==> src/rtl/core/bbspi_pkg.sv <==
// bbspi_pkg: types and constants shared by the bit-banged spi port
// request/response payloads, shift state, register bit positions
// no dependencies
package bbspi_pkg;

  localparam int unsigned ByteBits = 8;
  localparam int unsigned CntW     = $clog2(ByteBits);

  // bit positions in the write data byte
  localparam int unsigned CsIdx   = 2;
  localparam int unsigned SendIdx = 4;
  localparam int unsigned DataIdx = 6;

  localparam logic [7:0] InOne   = 8'h04;
  localparam logic [7:0] Preload = 8'hFF;

  typedef enum logic {
    OpRead  = 1'b0,
    OpWrite = 1'b1
  } op_e;

  typedef struct packed {
    op_e        op;
    logic [7:0] write_data;
    logic       card_has_byte;
    logic [7:0] card_byte;
  } req_t;

  typedef struct packed {
    logic [7:0] read_data;
    logic       card_byte_taken;
    logic       latch_valid;
    logic [7:0] latch_byte;
  } rsp_t;

  typedef struct packed {
    logic [7:0]      tx_shift;
    logic [CntW-1:0] tx_count;
    logic [7:0]      rx_shift;
    logic [CntW-1:0] rx_count;
    logic            rx_pending;
  } state_t;

endpackage

==> src/rtl/core/bbspi_if.sv <==
// bbspi request and response channels: valid/ready handshake with payload
// depends on bbspi_pkg
interface bbspi_req_if import bbspi_pkg::*; ();
  logic valid;
  logic ready;
  req_t payload;

  modport source (output valid, output payload, input ready);
  modport sink   (input valid, input payload, output ready);
endinterface

interface bbspi_rsp_if import bbspi_pkg::*; ();
  logic valid;
  logic ready;
  rsp_t payload;

  modport source (output valid, output payload, input ready);
  modport sink   (input valid, input payload, output ready);
endinterface

==> src/rtl/core/bbspi_step.sv <==
// bbspi_step: next shift state and response for one bus access
// purely combinational; depends on bbspi_pkg
module bbspi_step import bbspi_pkg::*; (
  input  state_t state_i,
  input  req_t   req_i,
  output state_t state_o,
  output rsp_t   rsp_o
);

  logic [7:0]    rx_src;
  logic [CntW:0] rx_cnt;
  logic [7:0]    tx_next;
  logic [CntW:0] tx_cnt;

  always_comb begin
    state_o = state_i;
    rsp_o   = '0;
    rx_src  = state_i.rx_pending ? state_i.rx_shift : req_i.card_byte;
    rx_cnt  = (state_i.rx_pending ? {1'b0, state_i.rx_count} : '0) + (CntW+1)'(1);
    tx_next = {state_i.tx_shift[6:0], ~req_i.write_data[DataIdx]};
    tx_cnt  = {1'b0, state_i.tx_count} + (CntW+1)'(1);

    case (req_i.op)
      OpRead: begin
        if (state_i.rx_pending || req_i.card_has_byte) begin
          rsp_o.card_byte_taken = !state_i.rx_pending;
          rsp_o.read_data       = rx_src[7] ? InOne : 8'h00;
          state_o.rx_shift      = {rx_src[6:0], 1'b0};
          state_o.rx_count      = rx_cnt[CntW-1:0];
          state_o.rx_pending    = (rx_cnt != (CntW+1)'(ByteBits));
        end
      end
      OpWrite: begin
        if (req_i.write_data[CsIdx]) begin
          state_o.rx_shift   = Preload;
          state_o.rx_count   = '0;
          state_o.rx_pending = 1'b1;
        end else if (req_i.write_data[SendIdx]) begin
          state_o.tx_count = tx_cnt[CntW-1:0];
          if (tx_cnt == (CntW+1)'(ByteBits)) begin
            rsp_o.latch_valid = 1'b1;
            rsp_o.latch_byte  = tx_next;
            state_o.tx_shift  = '0;
          end else begin
            state_o.tx_shift  = tx_next;
          end
        end
      end
      default: begin
        state_o = state_i;
      end
    endcase
  end

endmodule

==> src/rtl/core/bit_banged_spi_port.sv <==
// bit_banged_spi_port: bit-banged spi port behind byte-wide bus registers
// uses bbspi_pkg, bbspi_req_if/bbspi_rsp_if and bbspi_step
//
//   channel  dir  carries
//   req_i    in   op, write_data, card_has_byte, card_byte
//   rsp_o    out  read_data, card_byte_taken, latch_valid, latch_byte
//
// one request per cycle sustained while rsp_o.ready holds; each request passes through
// the input register and then the response register on its way to its response.
// the shift state updates as a request moves from the input register to the response register.
// while the response is stalled, the input register holds one more request.
// reset clears shift state, counters and both valid flags.
module bit_banged_spi_port import bbspi_pkg::*; (
  input  logic         clk_i,
  input  logic         rst_ni,
  bbspi_req_if.sink    req_i,
  bbspi_rsp_if.source  rsp_o
);

  logic   in_valid_q;
  req_t   in_req_q;
  logic   out_valid_q;
  rsp_t   out_rsp_q;
  state_t state_q, state_d;
  rsp_t   rsp_d;
  logic   advance;

  assign advance     = in_valid_q && (!out_valid_q || rsp_o.ready);
  assign req_i.ready = !in_valid_q || advance;

  bbspi_step u_step (
    .state_i (state_q),
    .req_i   (in_req_q),
    .state_o (state_d),
    .rsp_o   (rsp_d)
  );

  always_ff @(posedge clk_i or negedge rst_ni) begin
    if (!rst_ni) begin
      in_valid_q  <= 1'b0;
      out_valid_q <= 1'b0;
      state_q     <= '0;
    end else begin
      if (req_i.ready) begin
        in_valid_q <= req_i.valid;
      end
      if (advance) begin
        out_valid_q <= 1'b1;
        state_q     <= state_d;
      end else if (rsp_o.ready) begin
        out_valid_q <= 1'b0;
      end
    end
  end

  always_ff @(posedge clk_i) begin
    if (req_i.ready && req_i.valid) begin
      in_req_q <= req_i.payload;
    end
    if (advance) begin
      out_rsp_q <= rsp_d;
    end
  end

  assign rsp_o.valid   = out_valid_q;
  assign rsp_o.payload = out_rsp_q;

  a_rx_count_pending: assert property (@(posedge clk_i) disable iff (!rst_ni)
    (state_q.rx_count != '0) |-> state_q.rx_pending)
    else $error("receive bit count without pending byte");

  a_latch_clear: assert property (@(posedge clk_i) disable iff (!rst_ni)
    (out_valid_q && !out_rsp_q.latch_valid) |-> (out_rsp_q.latch_byte == 8'h00))
    else $error("latch byte set without latch valid");

  a_taken_read_only: assert property (@(posedge clk_i) disable iff (!rst_ni)
    (out_valid_q && out_rsp_q.card_byte_taken) |-> !out_rsp_q.latch_valid)
    else $error("card byte taken on a write");

  a_read_data_code: assert property (@(posedge clk_i) disable iff (!rst_ni)
    out_valid_q |-> (out_rsp_q.read_data == 8'h00 || out_rsp_q.read_data == InOne))
    else $error("read data outside its two codes");

  a_stall_holds: assert property (@(posedge clk_i) disable iff (!rst_ni)
    (in_valid_q && !advance) |=> (in_valid_q && $stable(in_req_q) && $stable(state_q)))
    else $error("stalled request or state changed");

endmodule

==> src/flat_wrapper.sv <==
// flat-port wrapper written by rule: the top's interface ports become plain ports
module bit_banged_spi_port_flat import bbspi_pkg::*;
  (clk_i, rst_ni, req_i_valid, req_i_payload, req_i_ready, rsp_o_valid, rsp_o_payload, rsp_o_ready);
  bbspi_req_if req_i_i ();
  bbspi_rsp_if rsp_o_i ();
  input  logic clk_i;
  input  logic rst_ni;
  input wire logic [$bits(req_i_i.valid)-1:0] req_i_valid;
  input wire logic [$bits(req_i_i.payload)-1:0] req_i_payload;
  output wire logic [$bits(req_i_i.ready)-1:0] req_i_ready;
  output wire logic [$bits(rsp_o_i.valid)-1:0] rsp_o_valid;
  output wire logic [$bits(rsp_o_i.payload)-1:0] rsp_o_payload;
  input wire logic [$bits(rsp_o_i.ready)-1:0] rsp_o_ready;
  assign req_i_i.valid = req_i_valid;
  assign req_i_i.payload = req_i_payload;
  assign req_i_ready = req_i_i.ready;
  assign rsp_o_valid = rsp_o_i.valid;
  assign rsp_o_payload = rsp_o_i.payload;
  assign rsp_o_i.ready = rsp_o_ready;
  bit_banged_spi_port u_core (.clk_i(clk_i), .rst_ni(rst_ni), .req_i(req_i_i), .rsp_o(rsp_o_i));
endmodule
==> config.mk <==
export PLATFORM = sky130hd
export DESIGN_NAME = bit_banged_spi_port_flat
export DESIGN_NICKNAME = d
export VERILOG_FILES = /design/src/rtl/core/bbspi_pkg.sv /design/src/rtl/core/bbspi_if.sv /design/src/rtl/core/bbspi_step.sv /design/src/rtl/core/bit_banged_spi_port.sv /design/src/flat_wrapper.sv
export SDC_FILE = /design/constraint.sdc
export NUM_CORES = 1
export LEC_CHECK = 0
export BUFFER_PORTS_ARGS = -buffer_cell sky130_fd_sc_hd__buf_2
export CORE_MARGIN = 1
export CORE_UTILIZATION = 53
export DETAILED_ROUTE_END_ITERATION = 10
export HOLD_SLACK_MARGIN = 0.1
export PLACE_DENSITY_LB_ADDON = 0.05
export SYNTH_ARGS = -nofsm -noshare
export SYNTH_HDL_FRONTEND = slang
export SYNTH_SLANG_ARGS = --single-unit
==> constraint.sdc <==
create_clock -name clk_i -period 2 [get_ports clk_i]
set_input_delay 0.2 -clock clk_i [delete_from_list [all_inputs] [get_ports clk_i]]
set_output_delay 0.2 -clock clk_i [all_outputs]
set_load 0.03 [all_outputs]
==> results.py <==
metrics = {
    "grt": {
        "grt_max_degree": 25,
        "track_usage_pct": 18.8,
        "grt_pass1_wl_um": 5700,
        "first_global_vias": 1273,
        "grt_overflow": 0,
        "antenna_found_initial": 0,
    },
    "worst_setup_path": {
        "required_ps": 1930,
        "rr_startpoint": "u_core.rsp_o.valid$_DFFE_PN0P_",
        "cp-end-kind": "register",
        "cp-startpoint": "u_core.rsp_o.valid$_DFFE_PN0P_",
        "crit_arrival_ps": 1480,
        "reg2regPathDepth": 3,
        "critPathLaunchType": "register",
        "path_max_fanout": 13,
        "worstSetupPathType": "register to register",
    },
    "sta": {
        "fin_crit_sh_pct": 77.5,
        "tightest_slew_ps": 582,
        "setup_viol": 0,
        "finalSetupTns_ps": 0,
        "clock_skew_ps": 4.80,
        "slew_headroom_pct": 61.2,
        "holdWs_ps": 114,
        "max_clock_freq_mhz": 645,
        "fin_crit_ps": 1550,
        "finalHoldViolCount": 0,
        "slew_violations": 0,
        "rsz0062_at_grt": "no",
        "fin_ws_ps": 449,
    },
    "floorplan": {
        "die_h_um": 63.7,
        "pin_count": 42,
        "row_count": 22,
        "start_util_pct": 55.1,
        "die_area_um2": 4050,
        "core_area_um2": 3660,
        "die_w_um": 63.7,
    },
    "synth": {
        "ys_types": 39,
        "yosysWarnings": 0,
        "synth_edf_count": 24,
        "synth_commonest_cells": "dfrtp_1 (24), edfxtp_1 (24), nand2_1 (16), nor2_1 (13)",
        "ys_seq_area_share_pct": 65.5,
        "yosys.area_share.simple_pct": 15.9,
        "synthMuxAreaShare_pct": 4.22,
        "synthAdderAreaFrac_pct": 1.24,
        "synth_top_family_by_area": "simple AND/OR/NAND/NOR gates",
        "synth_compound_area_share_pct": 6.89,
        "yosysTopAreaCell": "edfxtp_1",
        "netlist_top_cells_area": "edfxtp_1 (36%), dfrtp_1 (30%), mux2i_1 (3.5%)",
        "netlist_instances": 154,
        "synthXorXnorAreaFrac_pct": 1.24,
        "synthFlopType": "edfxtp_1",
        "synth_area_um2": 2020,
        "synth-seq-cells": 48,
        "synth_top_area_share_pct": 35.8,
        "ys_async_sr_fraction_pct": 50.0,
        "avgSynthCellArea_um2": 13.1,
    },
    "cells_and_area": {
        "instances_no_fill": 252,
        "design_area_um2": 2410,
        "drive_above_1_share_pct": 25.5,
        "nets": 227,
        "diodes": 0,
        "synthToLayoutAreaGrowth_pct": 19.7,
        "final_util_pct": 65.9,
    },
    "routing": {
        "firstDrtPassIters": 4,
        "drc": 0,
        "final_antenna_net_count": 0,
        "dr_total_vias": 1245,
        "drt_iter0_markers": 22,
        "drt-total-wl_um": 3130,
        "wl_per_cell_um": 12.4,
        "drt-vias-per-instance": 4.94,
    },
    "power": {
        "p_clk_share_pct": 23.6,
        "peakVddDrop_mv": 0.608,
        "power.leakage_nw": 1.06,
        "combinationalPowerShare_pct": 18.5,
        "switchingPower_mw": 0.606,
        "seqPwrFrac_pct": 57.9,
        "finalPower_mw": 2.24,
        "cellInternalPower_mw": 1.63,
        "switching_share_pct": 27.1,
        "power_density_nw_per_um2": 926,
    },
    "clock_tree": {
        "h-tree-depth": 2,
        "insertion_delay_ps": 280,
        "clkSinkCount": 48,
        "post_cts_resized": 0,
        "ctsHoldBuffers": 14,
        "post_cts_buffers": 0,
        "cts_root_buffer": "clkbuf_8",
        "cts_buffer_depth": 2,
        "clk_pin_slew_ps": 80,
        "numCtsBuffers": 5,
        "cts_tree": "built",
    },
    "hold_path": {
        "hp-class": "input pin to register",
        "holdPathStages": 2,
        "min_from": "req_i_valid",
    },
    "run_status": {
        "status": "complete, no violations",
    },
    "placement": {
        "preCtsSetupSlack_ps": 433,
        "gp_congestion": 0.752,
        "dp_hpwl_um": 2170,
        "dpl_cell_area_um2": 2190,
        "port_buffers": 29,
        "place_inst": 230,
    },
    "run": {
        "drv_cap": 0,
    },
}
-- power groups by stage --
stage | registers, mW | clock network, mW | logic (mW)
2_1_floorplan | 1.32 | 0 | 0.281
3_3_place_gp | 1.30 | 0 | 0.374
3_5_place_dp | 1.31 | 0 | 0.393
4_1_cts | 1.29 | 0.546 | 0.418
5_1_grt | 1.32 | 0.585 | 0.473
6_report | 1.29 | 0.527 | 0.415
-- critical path, stage by stage, from the launching register on --
cell	delay (ps)
dfrtp_1	400
and2b_1	180
nand2_1	100
and2_1	510
-- metal layers --
metal	GRT usage, %	vias up	share of wire [%]
met5	0	-	0
met4	7.67	0	1.1
met3	4.53	5	4.3
met2	30.2	44	47
met1	24.4	578	48
li1	-	618	-
-- registers in the layout, summed over array words and instances (netlist names) --
register	cells
u_core.rsp_o.valid	1
u_core.in_req_q	13
u_core.state_q	22
u_core.in_valid_q	1
u_core.rsp_o.payload	11
-- layout make-up --
class | instances | area [um^2]
Clock buffer | 7 | 76.3
Tap cell | 48 | 60.1
Clock inverter | 1 | 5.00
Fill cell | 283 | 1250
Timing Repair Buffer | 47 | 315
Sequential cell | 48 | 1320
Multi-Input combinational cell | 97 | 621
Inverter | 4 | 15.0
-- logic make-up (layout without fill, tap and decap cells) --
group,Yosys count,after routing
adders and majority gates,2,2
DFF,48,48
muxes,8,8
xor gates and xnor gates,2,2
and+or+nand+nor,56,56
buffers and inverters,15,59
other,1,7
AOI/OAI and AO/OA,22,22
-- cell usage in the layout (no fill, tap or decap), types with 2 or more instances in the layout --
cell           synthesis  routed
buf_2                  2      29
edfxtp_1              24      24
dfrtp_1               24      24
nand2_1               16      16
dlygate4sd3_1          0      14
nor2_1                13      13
and2_1                 9       9
a21oi_1                9       9
mux2i_1                7       7
conb_1                 1       7
clkbuf_8               0       5
inv_1                  4       4
buf_4                  8       4
nand2b_1               3       3
o21ai_1                3       3
o21ai_2                2       2
nor3_1                 2       2
a22o_1                 2       2
o21ai_0                2       2
ha_1                   2       2
clkbuf_1               0       2
-- path summary, 6_finish.rpt --
path | end | slack (ps)
worst max-delay path | u_core.in_req_q[8]$_DFFE_PP_ | 450
worst min-delay path | u_core.in_valid_q$_DFFE_PN0P_ | 110
worst max register to register | u_core.in_req_q[8]$_DFFE_PP_ | 450
worst min register to register | u_core.state_q[14]$_DFFE_PN0P_ | 470
max in group asynchronous | u_core.rsp_o.valid$_DFFE_PN0P_ | 1210
min in group asynchronous | u_core.state_q[9]$_DFFE_PN0P_ | 420
No activity file was read; power rests on OpenSTA's default activity.
